**config.mk**
```make
export PLATFORM = sky130hd
export DESIGN_NAME = job_slot_tracker_result_matcher
export DESIGN_NICKNAME = d
export VERILOG_FILES = /design/src/rtl/jstrm_pkg.sv /design/src/rtl/job_slot_tracker_result_matcher.sv /design/src/rtl/jstrm_ram.sv /design/src/rtl/jstrm_front.sv /design/src/rtl/jstrm_queue.sv /design/src/rtl/jstrm_back.sv
export SDC_FILE = /design/constraint.sdc
export NUM_CORES = 1
export LEC_CHECK = 0
export ABC_CLOCK_PERIOD_IN_PS = 10960
export BUFFER_PORTS_ARGS = -buffer_cell sky130_fd_sc_hd__buf_4
export CORE_MARGIN = 4
export CORE_UTILIZATION = 55
export DETAILED_ROUTE_END_ITERATION = 6
export PLACE_DENSITY = 0.73
export SETUP_SLACK_MARGIN = 0.5
export SLEW_MARGIN = 25
export SYNTH_ARGS = -nofsm -noshare
export SYNTH_HDL_FRONTEND = slang
export SYNTH_SLANG_ARGS = --single-unit
```
**constraint.sdc**
```tcl
create_clock -name clk -period 10.96 [get_ports clk]
set_input_delay 0 -clock clk [delete_from_list [all_inputs] [get_ports clk]]
set_output_delay 0 -clock clk [all_outputs]
set_load 0.005 [all_outputs]
```
**src/rtl/jstrm_pkg.sv**
```systemverilog
// jstrm_pkg: shared types and codes for the job slot tracker and reply matcher
// no dependencies; used by every module under rtl except jstrm_ram

package jstrm_pkg;

  // operation codes of an incoming transaction
  localparam logic OP_DISPATCH = 1'b0;
  localparam logic OP_REPLY    = 1'b1;

  // result status codes
  localparam logic [1:0] STATUS_DISPATCH = 2'd0;
  localparam logic [1:0] STATUS_ACCEPT   = 2'd1;
  localparam logic [1:0] STATUS_REJECT   = 2'd2;

  // fixed field widths
  localparam int JOB_ID_W   = 7;
  localparam int SLOT_MAX_W = 8;
  localparam int ROLL_SHIFT = 13;

  // input transaction
  typedef struct packed {
    logic        operation;
    logic [31:0] job_version;
    logic [7:0]  reply_job_byte;
    logic [31:0] reply_nonce;
    logic [15:0] reply_version_raw;
  } req_t;

  // result transaction
  typedef struct packed {
    logic [1:0]  status;
    logic [6:0]  job_slot_id;
    logic [31:0] nonce_out;
    logic [31:0] merged_version;
  } rsp_t;

  // classified work item passed from front to back
  typedef struct packed {
    logic                  is_reply;
    logic                  hit;
    logic [JOB_ID_W-1:0]   job_id;
    logic [SLOT_MAX_W-1:0] slot;
    logic [31:0]           data;
    logic [31:0]           roll_bits;
  } work_t;

endpackage

```
**src/rtl/job_slot_tracker_result_matcher.sv**
```systemverilog
// A dispatch or a rejected reply passes the queue and the result register on its way out,
// an accepted reply also the registered version RAM read.
// Dispatches and rejected replies flow at one transaction per cycle while the result register
// is free; an accepted reply holds the back end in its read state until its result is loaded.
// Reset clears the job id counter, the slot valid bits, the queue and the result valid
// flag; version RAM contents are not cleared and are only read once written.

module job_slot_tracker_result_matcher #(
  parameter int ID_SPACE = 128,
  parameter int ID_STEP  = 8
) (
  input  logic            clk,
  input  logic            rst,
  input  logic            req_valid,
  output logic            req_ready,
  input  jstrm_pkg::req_t req_data,
  output logic            rsp_valid,
  input  logic            rsp_ready,
  output jstrm_pkg::rsp_t rsp_data
);

  localparam int NUM_SLOTS = (ID_SPACE + ID_STEP - 1) / ID_STEP;

  logic             push_valid;
  logic             push_ready;
  jstrm_pkg::work_t push_data;
  logic             work_valid;
  logic             work_pop;
  jstrm_pkg::work_t work;

  // accept and classify
  jstrm_front #(
    .ID_SPACE(ID_SPACE),
    .ID_STEP (ID_STEP)
  ) u_front (
    .clk       (clk),
    .rst       (rst),
    .req_valid (req_valid),
    .req_ready (req_ready),
    .req_data  (req_data),
    .push_valid(push_valid),
    .push_ready(push_ready),
    .push_data (push_data)
  );

  // decoupling queue
  jstrm_queue u_queue (
    .clk       (clk),
    .rst       (rst),
    .push_valid(push_valid),
    .push_ready(push_ready),
    .push_data (push_data),
    .pop_valid (work_valid),
    .pop       (work_pop),
    .pop_data  (work)
  );

  // execute and return results
  jstrm_back #(
    .NUM_SLOTS(NUM_SLOTS)
  ) u_back (
    .clk       (clk),
    .rst       (rst),
    .work_valid(work_valid),
    .work_pop  (work_pop),
    .work      (work),
    .rsp_valid (rsp_valid),
    .rsp_ready (rsp_ready),
    .rsp_data  (rsp_data)
  );

endmodule

```
**src/rtl/jstrm_ram.sv**
```systemverilog
// jstrm_ram: generic single write port, single read port RAM with registered read
// no dependencies

module jstrm_ram #(
  parameter int WIDTH = 32,
  parameter int DEPTH = 16
) (
  input  logic                                 clk,
  input  logic                                 we,
  input  logic [(DEPTH > 1 ? $clog2(DEPTH) : 1)-1:0] waddr,
  input  logic [WIDTH-1:0]                     wdata,
  input  logic                                 re,
  input  logic [(DEPTH > 1 ? $clog2(DEPTH) : 1)-1:0] raddr,
  output logic [WIDTH-1:0]                     rdata
);

  logic [WIDTH-1:0] mem [DEPTH];

  // write port
  always_ff @(posedge clk) begin
    if (we) begin
      mem[waddr] <= wdata;
    end
  end

  // registered read port, holds until the next read
  always_ff @(posedge clk) begin
    if (re) begin
      rdata <= mem[raddr];
    end
  end

endmodule

```
**src/rtl/jstrm_front.sv**
```systemverilog
// jstrm_front: accepts transactions, assigns dispatch ids, tracks slot valid bits
// and classifies replies as hit or miss; depends on jstrm_pkg

module jstrm_front #(
  parameter int ID_SPACE = 128,
  parameter int ID_STEP  = 8
) (
  input  logic                clk,
  input  logic                rst,
  input  logic                req_valid,
  output logic                req_ready,
  input  jstrm_pkg::req_t     req_data,
  output logic                push_valid,
  input  logic                push_ready,
  output jstrm_pkg::work_t    push_data
);

  localparam int NUM_SLOTS = (ID_SPACE + ID_STEP - 1) / ID_STEP;
  localparam int SLOT_W    = NUM_SLOTS > 1 ? $clog2(NUM_SLOTS) : 1;
  localparam int ID_W      = $clog2(ID_SPACE);
  localparam int SUM_W     = $clog2(2 * ID_SPACE);
  localparam int LAST_W    = ID_W < jstrm_pkg::JOB_ID_W ? ID_W : jstrm_pkg::JOB_ID_W;

  logic [LAST_W-1:0]    last_job_id;
  logic [NUM_SLOTS-1:0] slot_valid;

  logic [7:0]  div_lut   [256];
  logic [7:0]  floor_lut [256];

  logic [SUM_W-1:0] id_sum;
  logic [ID_W-1:0]  disp_id;
  logic [7:0]       disp_slot;
  logic [7:0]       reply_id;
  logic [7:0]       reply_slot;
  logic             reply_in_range;
  logic             reply_hit;
  logic [15:0]      ver_swapped;
  logic             accept;

  // constant tables: slot index and id rounded down to a multiple of the step
  for (genvar v = 0; v < 256; v++) begin : g_lut
    assign div_lut[v]   = 8'(v / ID_STEP);
    assign floor_lut[v] = 8'(v - (v % ID_STEP));
  end

  // next dispatch id, wrapped by one conditional subtract
  always_comb begin
    id_sum = SUM_W'(last_job_id) + SUM_W'(ID_STEP);
    if (id_sum >= SUM_W'(ID_SPACE)) begin
      disp_id = ID_W'(id_sum - SUM_W'(ID_SPACE));
    end else begin
      disp_id = ID_W'(id_sum);
    end
    disp_slot = div_lut[8'(disp_id)];
  end

  // reply classification
  always_comb begin
    reply_id       = floor_lut[req_data.reply_job_byte];
    reply_slot     = div_lut[req_data.reply_job_byte];
    reply_in_range = {1'b0, reply_id} < 9'(ID_SPACE);
    reply_hit      = reply_in_range && slot_valid[reply_slot[SLOT_W-1:0]];
    ver_swapped    = {req_data.reply_version_raw[7:0], req_data.reply_version_raw[15:8]};
  end

  // work item toward the queue
  always_comb begin
    push_valid = req_valid;
    req_ready  = push_ready;
    accept     = req_valid && push_ready;
    push_data  = '0;
    if (req_data.operation == jstrm_pkg::OP_REPLY) begin
      push_data.is_reply  = 1'b1;
      push_data.hit       = reply_hit;
      push_data.job_id    = jstrm_pkg::JOB_ID_W'(reply_id);
      push_data.slot      = reply_slot;
      push_data.data      = req_data.reply_nonce;
      push_data.roll_bits = 32'(ver_swapped) << jstrm_pkg::ROLL_SHIFT;
    end else begin
      push_data.is_reply  = 1'b0;
      push_data.hit       = 1'b0;
      push_data.job_id    = jstrm_pkg::JOB_ID_W'(disp_id);
      push_data.slot      = disp_slot;
      push_data.data      = req_data.job_version;
      push_data.roll_bits = '0;
    end
  end

  // id counter and slot valid bits
  always_ff @(posedge clk) begin
    if (rst) begin
      last_job_id <= '0;
      slot_valid  <= '0;
    end else if (accept && req_data.operation == jstrm_pkg::OP_DISPATCH) begin
      last_job_id                       <= LAST_W'(disp_id);
      slot_valid[disp_slot[SLOT_W-1:0]] <= 1'b1;
    end
  end

endmodule

```
**src/rtl/jstrm_queue.sv**
```systemverilog
// jstrm_queue: two-entry queue of classified work items between front and back
// depends on jstrm_pkg

module jstrm_queue (
  input  logic             clk,
  input  logic             rst,
  input  logic             push_valid,
  output logic             push_ready,
  input  jstrm_pkg::work_t push_data,
  output logic             pop_valid,
  input  logic             pop,
  output jstrm_pkg::work_t pop_data
);

  jstrm_pkg::work_t entries [2];
  logic             wr_ptr;
  logic             rd_ptr;
  logic [1:0]       count;
  logic             do_push;
  logic             do_pop;

  assign push_ready = count != 2'd2;
  assign pop_valid  = count != 2'd0;
  assign pop_data   = entries[rd_ptr];
  assign do_push    = push_valid && push_ready;
  assign do_pop     = pop && pop_valid;

  // storage
  always_ff @(posedge clk) begin
    if (do_push) begin
      entries[wr_ptr] <= push_data;
    end
  end

  // pointers and fill count
  always_ff @(posedge clk) begin
    if (rst) begin
      wr_ptr <= 1'b0;
      rd_ptr <= 1'b0;
      count  <= 2'd0;
    end else begin
      if (do_push) begin
        wr_ptr <= ~wr_ptr;
      end
      if (do_pop) begin
        rd_ptr <= ~rd_ptr;
      end
      if (do_push && !do_pop) begin
        count <= count + 2'd1;
      end else if (do_pop && !do_push) begin
        count <= count - 2'd1;
      end
    end
  end

endmodule

```
**src/rtl/jstrm_back.sv**
```systemverilog
// jstrm_back: executes work items against the version RAM and holds the result register
// depends on jstrm_pkg and jstrm_ram

module jstrm_back #(
  parameter int NUM_SLOTS = 16
) (
  input  logic             clk,
  input  logic             rst,
  input  logic             work_valid,
  output logic             work_pop,
  input  jstrm_pkg::work_t work,
  output logic             rsp_valid,
  input  logic             rsp_ready,
  output jstrm_pkg::rsp_t  rsp_data
);

  localparam int SLOT_W = NUM_SLOTS > 1 ? $clog2(NUM_SLOTS) : 1;

  // back end states
  localparam logic ST_IDLE = 1'b0;
  localparam logic ST_READ = 1'b1;

  logic state;
  logic state_next;

  logic                         out_free;
  logic                         load;
  jstrm_pkg::rsp_t              rsp_next;
  logic [jstrm_pkg::JOB_ID_W-1:0] pend_id;
  logic [31:0]                  pend_nonce;
  logic [31:0]                  pend_bits;
  logic                         ram_we;
  logic                         ram_re;
  logic [31:0]                  ram_rdata;

  // version store
  jstrm_ram #(
    .WIDTH(32),
    .DEPTH(NUM_SLOTS)
  ) u_version_ram (
    .clk  (clk),
    .we   (ram_we),
    .waddr(work.slot[SLOT_W-1:0]),
    .wdata(work.data),
    .re   (ram_re),
    .raddr(work.slot[SLOT_W-1:0]),
    .rdata(ram_rdata)
  );

  // pop, memory access and result selection
  always_comb begin
    out_free   = !rsp_valid || rsp_ready;
    work_pop   = (state == ST_IDLE) && work_valid && out_free;
    ram_we     = work_pop && !work.is_reply;
    ram_re     = work_pop && work.is_reply && work.hit;
    load       = 1'b0;
    state_next = state;
    rsp_next   = '0;
    unique case (state)
      ST_IDLE: begin
        if (ram_re) begin
          state_next = ST_READ;
        end else if (work_pop) begin
          load                 = 1'b1;
          rsp_next.job_slot_id = work.job_id;
          rsp_next.status      = work.is_reply ? jstrm_pkg::STATUS_REJECT
                                               : jstrm_pkg::STATUS_DISPATCH;
        end
      end
      ST_READ: begin
        rsp_next.status         = jstrm_pkg::STATUS_ACCEPT;
        rsp_next.job_slot_id    = pend_id;
        rsp_next.nonce_out      = pend_nonce;
        rsp_next.merged_version = ram_rdata | pend_bits;
        if (out_free) begin
          load       = 1'b1;
          state_next = ST_IDLE;
        end
      end
      default: begin
        state_next = ST_IDLE;
      end
    endcase
  end

  // fields of a hit held during the memory read
  always_ff @(posedge clk) begin
    if (ram_re) begin
      pend_id    <= work.job_id;
      pend_nonce <= work.data;
      pend_bits  <= work.roll_bits;
    end
  end

  // result register
  always_ff @(posedge clk) begin
    if (load) begin
      rsp_data <= rsp_next;
    end
  end

  // control state
  always_ff @(posedge clk) begin
    if (rst) begin
      state     <= ST_IDLE;
      rsp_valid <= 1'b0;
    end else begin
      state <= state_next;
      if (load) begin
        rsp_valid <= 1'b1;
      end else if (rsp_ready) begin
        rsp_valid <= 1'b0;
      end
    end
  end

endmodule

```
# Word-level counts from Yosys, hierarchy flattened
# Memories as Yosys holds them, arrays and structs flattened. A register that Yosys moved wholly into a read port is not among the register bits.
# Index checks and enable logic that the tools add are counted.
dict set report op_classes {
  n_eq_ne 1
  reduce_logical 20
  n_addsub 4
  mux 33
  magnitude_cmp 7
  bitwise 8
}
# op n
set op_table {}
lappend op_table {{81-bit two-way mux} 1}
lappend op_table {{8-bit two-way mux} 6}
lappend op_table {{32-bit bitwise OR} 1}
lappend op_table {{9-bit greater-or-equal comparator, second input constant} 2}
lappend op_table {{9-bit two-way mux} 2}
lappend op_table {{9-bit case mux with 2 select lines} 1}
lappend op_table {{16-bit bitwise OR} 1}
lappend op_table {{1-bit two-way mux} 15}
lappend op_table {{1-bit logical AND} 12}
lappend op_table {{4-bit by 5-bit less-than comparator with 1-bit output, second input constant} 2}
lappend op_table {{7-bit NOT with 9-bit output} 1}
lappend op_table {{8-bit NOT with 9-bit output} 1}
lappend op_table {{7-bit by 4-bit adder with 8-bit output, second input constant} 1}
lappend op_table {{8-bit greater-or-equal comparator, second input constant} 1}
lappend op_table {{8-bit less-than comparator, second input constant} 1}
lappend op_table {{7-bit two-way mux} 1}
lappend op_table {{7-bit by 1-bit subtractor with 7-bit output, second input constant} 1}
lappend op_table {{2-bit two-way mux} 3}
lappend op_table {{2-bit nonzero test} 3}
lappend op_table {{1-bit binary-select mux with 4-bit select} 1}
lappend op_table {{1-bit demux with 4-bit select} 1}
lappend op_table {{4-bit by 1-bit greater-or-equal comparator with 1-bit output, second input constant} 1}
lappend op_table {{1-bit zero test} 4}
lappend op_table {{1-bit NOT} 4}
lappend op_table {{5 further kinds} 6}
dict set report word_totals {
  mem_bits_ro 6144
  out_inout_bits 75
  register_bits 173
  mem_count 5
  ramBits 674
}
# memory depth word_bits read_ports rd_clocked_by_memory_dff write_ports line_no
set memory_table {}
lappend memory_table {{(name not given)} 256 8 1 0 0 jstrm_front.sv:54} ;# disp_slot = div_lut[8'(disp_id)];
lappend memory_table {{(name not given)} 256 8 1 0 0 jstrm_front.sv:59} ;# reply_id = floor_lut[req_data.reply_job_byte];
lappend memory_table {{(name not given)} 256 8 1 0 0 jstrm_front.sv:60} ;# reply_slot = div_lut[req_data.reply_job_byte];
lappend memory_table {u_back.u_version_ram.mem 16 32 1 1 1 jstrm_ram.sv:17} ;# logic [WIDTH-1:0] mem [DEPTH];
lappend memory_table {u_queue.entries 2 81 1 1 1 jstrm_queue.sv:15} ;# jstrm_pkg::work_t entries [2];

# Longest topological paths before layout
# Gate-level depths: netlist of run 1.
dict set report depth {
  word_depth 12
  depth_mapped 9
  depth_no_buf 8
}

# By module
# A second synthesis of run 1 with hierarchy kept.
dict set report unflattened {
  hier_cells 1553
  area_unflattened_um2 32997.9
}
# mod area_per_inst_um2 seq_area_each_um2 instances cells_each
set by_module_without_submodules {}
lappend by_module_without_submodules {jstrm_ram 20174.3 16335.7 1 838}
lappend by_module_without_submodules {jstrm_queue 6064.6 4964.8 1 276}
lappend by_module_without_submodules {jstrm_back 5013.6 4364.2 1 241}
lappend by_module_without_submodules {jstrm_front 1745.4 400.4 1 198}

# Least setup slack after synthesis of run 1
# OpenSTA, ideal clock, no wires.
dict set report synth_path {
  kind {register -> register}
  start {register u_back.state}
  end {register u_back.rsp_data[0] (netlist name)}
  synth_period_minus_slack_ns 6.411
  t_arrival_ns 5.817
  path_stages_with_launch 4
  setup_slack_ns 4.549
  setup_ns 0.595
  required_time_ns 10.365
  n_path_buf 1
  cell_sequence {dfxtp_1 -> clkbuf_1 -> clkinv_1 -> o21ai_0}
}
dict set report synth_between {
  elab_chain_cells 7
}
# item line_no
set synth_rtl {}
lappend synth_rtl {{start, declared} jstrm_back.sv:23} ;# logic state;
lappend synth_rtl {{start signal, assigned} jstrm_back.sv:108} ;# state <= state_next;
lappend synth_rtl {{1-bit NOT} {jstrm_back.sv:53, jstrm_back.sv:59}}
lappend synth_rtl {{1-bit logical AND (2 in series)} jstrm_back.sv:53} ;# work_pop = (state == ST_IDLE) && work_valid && out_free;
lappend synth_rtl {{1-bit logical AND (2 in series)} jstrm_back.sv:55} ;# ram_re = work_pop && work.is_reply && work.hit;
lappend synth_rtl {{1-bit two-way mux} jstrm_back.sv:61} ;# if (ram_re) begin
lappend synth_rtl {{1-bit case mux with 2 select lines (*)} jstrm_back.sv:59} ;# unique case (state)
lappend synth_rtl {{named net u_back.load} jstrm_back.sv:27} ;# logic load;
# Mark *: on every way through the listed nets, which the timed path passes. The rest lies on a longest branch.
# A chain may end at the register's enable or synchronous reset.

==> results of run 1 <==
## layer usage
layer / vias up / GRT usage (%) / share of wire (%)
met1: 8620 / 29.33 / 38
met4: 2 / 7.842 / 2.4
met3: 124 / 3.795 / 6.6
li1: 7368 / - / -
met5: - / 0 / 0.020
met2: 680 / 40.89 / 53
## kinds of logic after synthesis
family	after synthesis	synth area share (%)
flops	801	76.41
compound gates	355	8.727
simple gates	276	4.470
mux	157	8.177
buf+inv	118	1.692
xor+xnor	11	0.3095
fa+ha+maj	5	0.2010
other cells	1	0.01205
## power groups by stage
stage / clock network [mW] / logic, mW / registers [mW]
6_report: 2.69 / 1.66 / 4.10
5_1_grt: 2.86 / 1.79 / 4.13
4_1_cts: 2.73 / 1.67 / 4.10
3_5_place_dp: 0 / 1.64 / 4.16
3_3_place_gp: 0 / 1.58 / 4.15
2_1_floorplan: 0 / 0.939 / 4.17
## layout by cell type, fill, tap and decap left out, drive strengths merged, types with 17 or more instances in the layout
master,netlist,final
nand4,31,31
clkinv,1,35
a31oi,17,17
dlygate4sd3,0,89
and2,64,64
nor2,72,72
dfxtp,27,27
a21boi,255,255
mux4,69,69
edfxtp,774,774
mux2,85,85
o41ai,63,63
clkbuf,78,95
buf,30,195
nand2,71,71
## sequential cells by signal, indices dropped and copies added (netlist names), named ones only
| name | cells |
|---|---|
| u_back.pend_bits | 16 |
| u_front.last_job_id | 4 |
| u_back.pend_id | 4 |
| u_queue.entries | 108 |
| u_back.rsp_valid | 1 |
| u_front.slot_valid | 16 |
| u_back.pend_nonce | 32 |
| u_queue.rd_ptr | 1 |
| u_back.u_version_ram.rdata | 32 |
| u_queue.count | 2 |
| u_back.state | 1 |
| u_back.u_version_ram.mem | 512 |
| u_back.rsp_data | 70 |
| u_queue.wr_ptr | 1 |
## worst max-delay path by stage
stage,endpoint,slack (ns),cells past startpoint
global route,u_back.u_version_ram.mem[2][3],6.13,7
detailed placement,u_back.u_version_ram.mem[14][19],6.26,7
CTS,u_back.u_version_ram.mem[14][19],6.24,7
global placement,u_back.u_version_ram.mem[14][19],6.33,7
finish,u_back.u_version_ram.mem[2][3],6.38,7
floorplan,u_back.rsp_data[0],4.55,3
## layout make-up
| class | instances | share of cell area, % |
|---|---|---|
| sequential | 801 | 64.90 |
| multi-input combinational | 807 | 18.95 |
| timing repair buffer | 284 | 6.476 |
| clock buffer | 95 | 5.674 |
| tap | 748 | 2.554 |
| clock inverter | 48 | 1.328 |
| inverter | 10 | 0.1161 |
## what timing repair did
item,CTS,global route
hold endpoints to repair,133,0
resized for setup,0,0
buffers inserted,0,0
hold buffers,89,0
## worst max-delay path, delay by kind of cell (launching register included)
family	cells	cell delay, ns
buffers and inverters	4	2.14
DFF	1	0.51
muxes	1	0.33
and+or+nand+nor	2	1.22
## stage by stage
step / hold WS, ns / utilization (%) / worst slack [ns]
after floorplan: 0.09887 / - / 4.549
after global placement: 0.3079 / 59.67 / 6.332
after detailed placement: 0.3151 / 59.77 / 6.264
after CTS: 0.05123 / 65.99 / 6.241
after global routing: 0.08742 / 66.01 / 6.131
final: 0.05842 / 66.01 / 6.375
==> out/qor.yml, run 1 <==
worst_setup_path:
  worst_ep_arrival_time_ns: 4.83
  rr_worst_depth: 7
  worst_path_most_repeated_cell: "sky130_fd_sc_hd__buf_4"
  critical_path.cell_chain: "buf_4 -> mux2i_1 -> inv_2 -> buf_4 -> nand3_1 -> nor2b_2 -> buf_4"
  cell_at_the_slowest_stage_of_the_critical_path: "sky130_fd_sc_hd__buf_4"
  reg2reg_setup_slack_ns: 6.38
  cpPeakStageDelay_ns: 0.81
  worst-path-max-fanout: 66
  path_class: "flip-flop to flip-flop"
  worst_setup_path_end_kind: "flip-flop"
  setup.worst_path.start_class: "flip-flop"
  r2r_end: "u_back.u_version_ram.mem[2][3]"
  worstPathRequired_ns: 11.21
drt:
  drt_iter0_markers: 1453
  overall_routed_net_length_um: 69940
  route.antenna.remaining_nets: 0
  vias_per_cell: 6.013
  via_count: 16790
  wl_per_cell_um: 25.04
  route.detailed.drc: 0
  firstDrtPassIters: 5
logic_synthesis:
  synth_cell_type_count: 48
  synthesis.yosys.warnings: 0
  synthTopCellsByCount: "sky130_fd_sc_hd__edfxtp_1, sky130_fd_sc_hd__a21boi_0, sky130_fd_sc_hd__mux2_2, sky130_fd_sc_hd__clkbuf_1, sky130_fd_sc_hd__nor2_1"
  synthDominantAreaCellType: "sky130_fd_sc_hd__edfxtp_1"
  synth_edf_count: 774
  synth_top_area_share_pct: 74.67
  synth_top_cells_by_area: "sky130_fd_sc_hd__edfxtp_1, sky130_fd_sc_hd__a21boi_0, sky130_fd_sc_hd__mux4_2, sky130_fd_sc_hd__mux2_2, sky130_fd_sc_hd__o41ai_1"
  ys_seq_area_share_pct: 76.41
  ys_seq_elements: 801
  mean_cell_area_of_the_mapped_netlist_sq_um: 18.05
  synth.cell_area_sq_mm: 0.03112
  post-synth-top-count-cell: "sky130_fd_sc_hd__edfxtp_1"
  synth_ff_type: "sky130_fd_sc_hd__edfxtp_1"
  syn_inst: 1724
  async_set_or_reset_flop_fraction_in_the_synthesized_netlist_pct: 0
sta:
  tightest_slew_ns: 1.069
  finalSetupTns_ns: 0
  final_min_period_over_clock_period_pct: 41.83
  setup_violations: 0
  max_freq_mhz: 218.1
  timing_hold_violations_final: 0
  timing_max_transition_violations_final: 0
  layout_min_cycle_time_ns: 4.585
  relSlewSlack_pct: 28.73
  grt_setup_unrepaired: "false"
  clock-skew-final_ns: 0.02265
cts:
  cts_buffer_depth: 3
  h_tree_depth: 3
  cts-root-buf: "sky130_fd_sc_hd__clkbuf_16"
  numCtsBuffers: 80
  path_clk_slew_ns: 0.06
  tritoncts: "done"
  insertion_delay_to_the_later_sink_of_the_worst_skew_pair_ns: 0.61
  numClockSinks: 801
power:
  p_leak_nw: 12.11
  power.density_cell_area_mw_per_mm2: 230.4
  sw_frac_of_total_pct: 26.76
  total_power_mw: 8.444
  vdd_ir_drop_max_uv: 196.2
  net_switching_power_figure_mw: 2.260
  comb_power_share_pct: 19.6
  power.internal_mw: 6.185
  power.sequential.fraction_pct: 48.5
  pwr-share-clk_pct: 31.8
die:
  floorplan.die_area_sq_mm: 0.06046
  floorplan.die.width_um: 245.9
  std_cell_rows: 86
  io-pin-count: 168
  dieHeight_um: 245.9
  start_util_pct: 56.06
  core_area_sq_mm: 0.05552
global_routing:
  grt_usage_pct: 23.12
  first_global_vias: 17640
  grt_start_max_net_pins: 71
  grt_first_pass_wirelength_um: 105300
  antenna_found_initial: 1
  globalRouteOverflowTotal: 0
cells_and_area:
  final.fill_count: 3727
  finish.instance_area_sq_mm: 0.03665
  antenna_cells_inserted: 0
  seq_cell_area_sq_mm: 0.02379
  area_growth_syn_to_layout_pct: 17.75
  multiInputGateArea_sq_mm: 0.006944
  layout.cells.non_filler: 2793
  final_net_count: 2082
  drive_above_1_share_pct: 24.35
job:
  drv.max_cap_violation_count: 0
worst_hold_path:
  min-delay-start: "req_data[88]"
  whs_endpoint: "u_queue.entries[0][80]"
  min_path_cells: 1
  timing.hold.worst.class: "input pin to flip-flop"
placed_design:
  placed_area_sq_mm: 0.03318
  place.port_buffers: 161
  placed_cells: 2561
  routabilityCongestion: 0.7683
  detailed_place_hpwl_um: 37200
status:
  outcome: "finished clean"
(Power assumes the default switching activity.)
==> run 2, diff against run 1 <==
- ABC_AREA: default -> 1
- ABC_CLOCK_PERIOD_IN_PS: 10960 -> 3950
- PLACE_DENSITY: 0.73 -> 0.76
- clock period: 10.96 -> 3.95 ns (I/O delays scaled with it)
==> run 2 against run 1 <==
Compared with the run above: first-iteration DRC count is 60% higher; setup slack worse by 5.6 ns; non-clock buffer count is 27 higher.
==> out/qor.yml, run 2 <==
status:
  outcome: "finished clean"
logic_synthesis:
  post-synth-top-count-cell: "sky130_fd_sc_hd__nand2_1"
  synth_ff_type: "sky130_fd_sc_hd__edfxtp_1"
  synth_top_cells_by_area: "sky130_fd_sc_hd__edfxtp_1, sky130_fd_sc_hd__nand2_1, sky130_fd_sc_hd__nand3_1, sky130_fd_sc_hd__dfxtp_1, sky130_fd_sc_hd__inv_1"
  synth_edf_count: 774
  ys_seq_elements: 801
  ys_seq_area_share_pct: 72.46
  synth_cell_type_count: 28
  synth.cell_area_sq_mm: 0.03282
  synth_top_area_share_pct: 70.81
  syn_inst: 3024
  synthesis.yosys.warnings: 0
  synthTopCellsByCount: "sky130_fd_sc_hd__nand2_1, sky130_fd_sc_hd__edfxtp_1, sky130_fd_sc_hd__nand3_1, sky130_fd_sc_hd__inv_1, sky130_fd_sc_hd__clkbuf_1"
  async_set_or_reset_flop_fraction_in_the_synthesized_netlist_pct: 0
  mean_cell_area_of_the_mapped_netlist_sq_um: 10.85
  synthDominantAreaCellType: "sky130_fd_sc_hd__edfxtp_1"
die:
  core_area_sq_mm: 0.05902
  dieHeight_um: 252.3
  floorplan.die.width_um: 252.3
  io-pin-count: 168
  std_cell_rows: 89
  floorplan.die_area_sq_mm: 0.06365
  start_util_pct: 55.61
cells_and_area:
  reg_top3: "u_back.u_version_ram.mem (512), u_queue.entries (108), u_back.rsp_data (70)"
  drive_above_1_share_pct: 11.41
  utilization_pct: 65.44
  seq_cell_area_sq_mm: 0.02379
  layout.cells.most_common: "sky130_fd_sc_hd__nand2_1"
  finish.instance_area_sq_mm: 0.03862
  layout.cells.non_filler: 4103
  final.fill_count: 4225
  multiInputGateArea_sq_mm: 0.007804
  final_cell_mix: "sky130_fd_sc_hd__nand2_1, sky130_fd_sc_hd__edfxtp_1, sky130_fd_sc_hd__nand3_1, sky130_fd_sc_hd__buf_4, sky130_fd_sc_hd__inv_1"
  area_growth_syn_to_layout_pct: 17.67
  regMostFlops: "u_back.u_version_ram.mem"
  largest_register_ffs: 512
  final_net_count: 3361
sta:
  finalSetupTns_ns: 0
  clock-skew-final_ns: 0.02533
  relSlewSlack_pct: 36.48
  setup_violations: 0
  layout_min_cycle_time_ns: 3.214
  whs_ns: 0.1924
  final_min_period_over_clock_period_pct: 81.36
  timing_hold_violations_final: 0
  max_freq_mhz: 311.2
  grt_setup_unrepaired: "false"
  tightest_slew_ns: 0.9528
  timing_max_transition_violations_final: 0
power:
  comb_power_share_pct: 30.7
  vdd_ir_drop_max_uv: 488.9
  net_switching_power_figure_mw: 9.865
  p_leak_nw: 16.21
  sw_frac_of_total_pct: 34.94
  power.density_cell_area_mw_per_mm2: 731.0
  power.sequential.fraction_pct: 42.1
  power.internal_mw: 18.37
  pwr-share-clk_pct: 27.2
cts:
  cts_buffer_depth: 3
  cts.repair.resized: 0
  numCtsBuffers: 81
  insertion_delay_to_the_later_sink_of_the_worst_skew_pair_ns: 0.64
  path_clk_slew_ns: 0.06
  setup_bufs_post_cts: 0
  hold_buffers: 91
  tritoncts: "done"
  numClockSinks: 801
  h_tree_depth: 3
  cts-root-buf: "sky130_fd_sc_hd__clkbuf_16"
global_routing:
  grt_first_pass_wirelength_um: 121600
  globalRouteOverflowTotal: 0
  first_global_vias: 22350
  grt_start_max_net_pins: 225
  grt_usage_pct: 24.45
  antenna_found_initial: 1
worst_setup_path:
  worstPathRequired_ns: 4.27
  worst_setup_path_end_kind: "flip-flop"
  worst-path-max-fanout: 55
  path_class: "flip-flop to flip-flop"
  worst_ep_arrival_time_ns: 3.53
  setup.worst_path.start_class: "flip-flop"
drt:
  route.antenna.remaining_nets: 0
  wl_per_cell_um: 19.11
  via_count: 22350
  drt_iter0_markers: 2323
  vias_per_cell: 5.447
  overall_routed_net_length_um: 78390
  firstDrtPassIters: 6
  route.detailed.drc: 0
job:
  drv.max_cap_violation_count: 0
worst_hold_path:
  timing.hold.worst.class: "input pin to flip-flop"
placed_design:
  placed_area_sq_mm: 0.03502
  place.port_buffers: 161
  placed_cells: 3861
  detailed_place_hpwl_um: 44340
  routabilityCongestion: 0.8571
-- run 2: cell count changes after synthesis, moves of 11 or more --
cell and change:
sky130_fd_sc_hd__a21oi_1 +23, sky130_fd_sc_hd__mux4_2 -69, sky130_fd_sc_hd__nand2_1 +1412, sky130_fd_sc_hd__inv_1 +135
sky130_fd_sc_hd__a21boi_0 -255, sky130_fd_sc_hd__o21ai_0 +11, sky130_fd_sc_hd__o41ai_1 -63, sky130_fd_sc_hd__clkinv_1 +27
sky130_fd_sc_hd__mux2_2 -85, sky130_fd_sc_hd__and2_1 -64, sky130_fd_sc_hd__nand4_1 -30, sky130_fd_sc_hd__nand3_1 +268
sky130_fd_sc_hd__buf_2 +40, sky130_fd_sc_hd__a31oi_1 -17
-- run 2: worst paths after layout --
kind,from,end,slack [ns],cells after the start
max,flip-flop,u_back.u_version_ram.mem[3][30],0.74,6
min reg2reg,u_front.slot_valid[11],u_front.slot_valid[11],0.46,2
max reg2reg,flip-flop,u_back.u_version_ram.mem[3][30],0.74,6
min,req_data[38],u_queue.entries[1][54],0.19,4
-- run 2: cell type report --
cell class              count  share of cell area (%)
well taps                 773                   2.504
clock buffers              97                   5.485
clock inverters            52                   1.393
flip-flops and latches    801                   61.58
multi-input cells        1892                   20.21
repair buffers            311                   7.108
diodes                      1                0.006479
inverters                 176                   1.714
-- run 2: power groups by stage --
stage                     Combinational [mW]  Sequential [mW]  Clock (mW)
after detailed placement                8.43             12.1           0
after global placement                  8.19             12.0           0
after CTS                               8.58             11.9        7.74
final                                   8.67             11.9        7.68
after floorplan                         5.18             12.1           0
after global routing                    9.55             12.0        8.13
-- run 2: per-stage QoR --
stage / power [mW] / setup slack (ns)
finish: 28.23 / 0.7361
global route: 29.64 / 0.5904
CTS: 28.21 / 0.8106
detailed placement: 20.48 / 0.8496
global placement: 20.21 / 0.9204
floorplan: 17.25 / 0.5709
-- run 2: critical path, stage by stage (launching register included) --
cell                      delay (ns)
sky130_fd_sc_hd__dfxtp_2        0.35
sky130_fd_sc_hd__buf_4          0.51
sky130_fd_sc_hd__nand2_1        0.21
sky130_fd_sc_hd__nand2_4        0.41
sky130_fd_sc_hd__nand3_1        0.42
sky130_fd_sc_hd__nor2_4         0.65
sky130_fd_sc_hd__buf_12         0.27
-- run 2: cell families after synthesis --
kind of cell | Yosys count | share of synthesized area (%)
other | 1 | 0.01143
AOI/OAI and AO/OA | 51 | 0.8425
buffers and inverters | 333 | 4.342
adders and majority gates | 5 | 0.1906
xor gates and xnor gates | 3 | 0.08007
and+or+nand+nor | 1830 | 22.07
DFF | 801 | 72.46
-- run 2: per-layer routing --
metal  GRT usage, %  vias to the layer above  routed length, um
met1          32.56                    10620              29980
li1               -                    10460                  -
met2          40.95                     1096              38740
met3          4.260                      173               7331
met5              0                        -                  0
met4          8.969                        0               2341
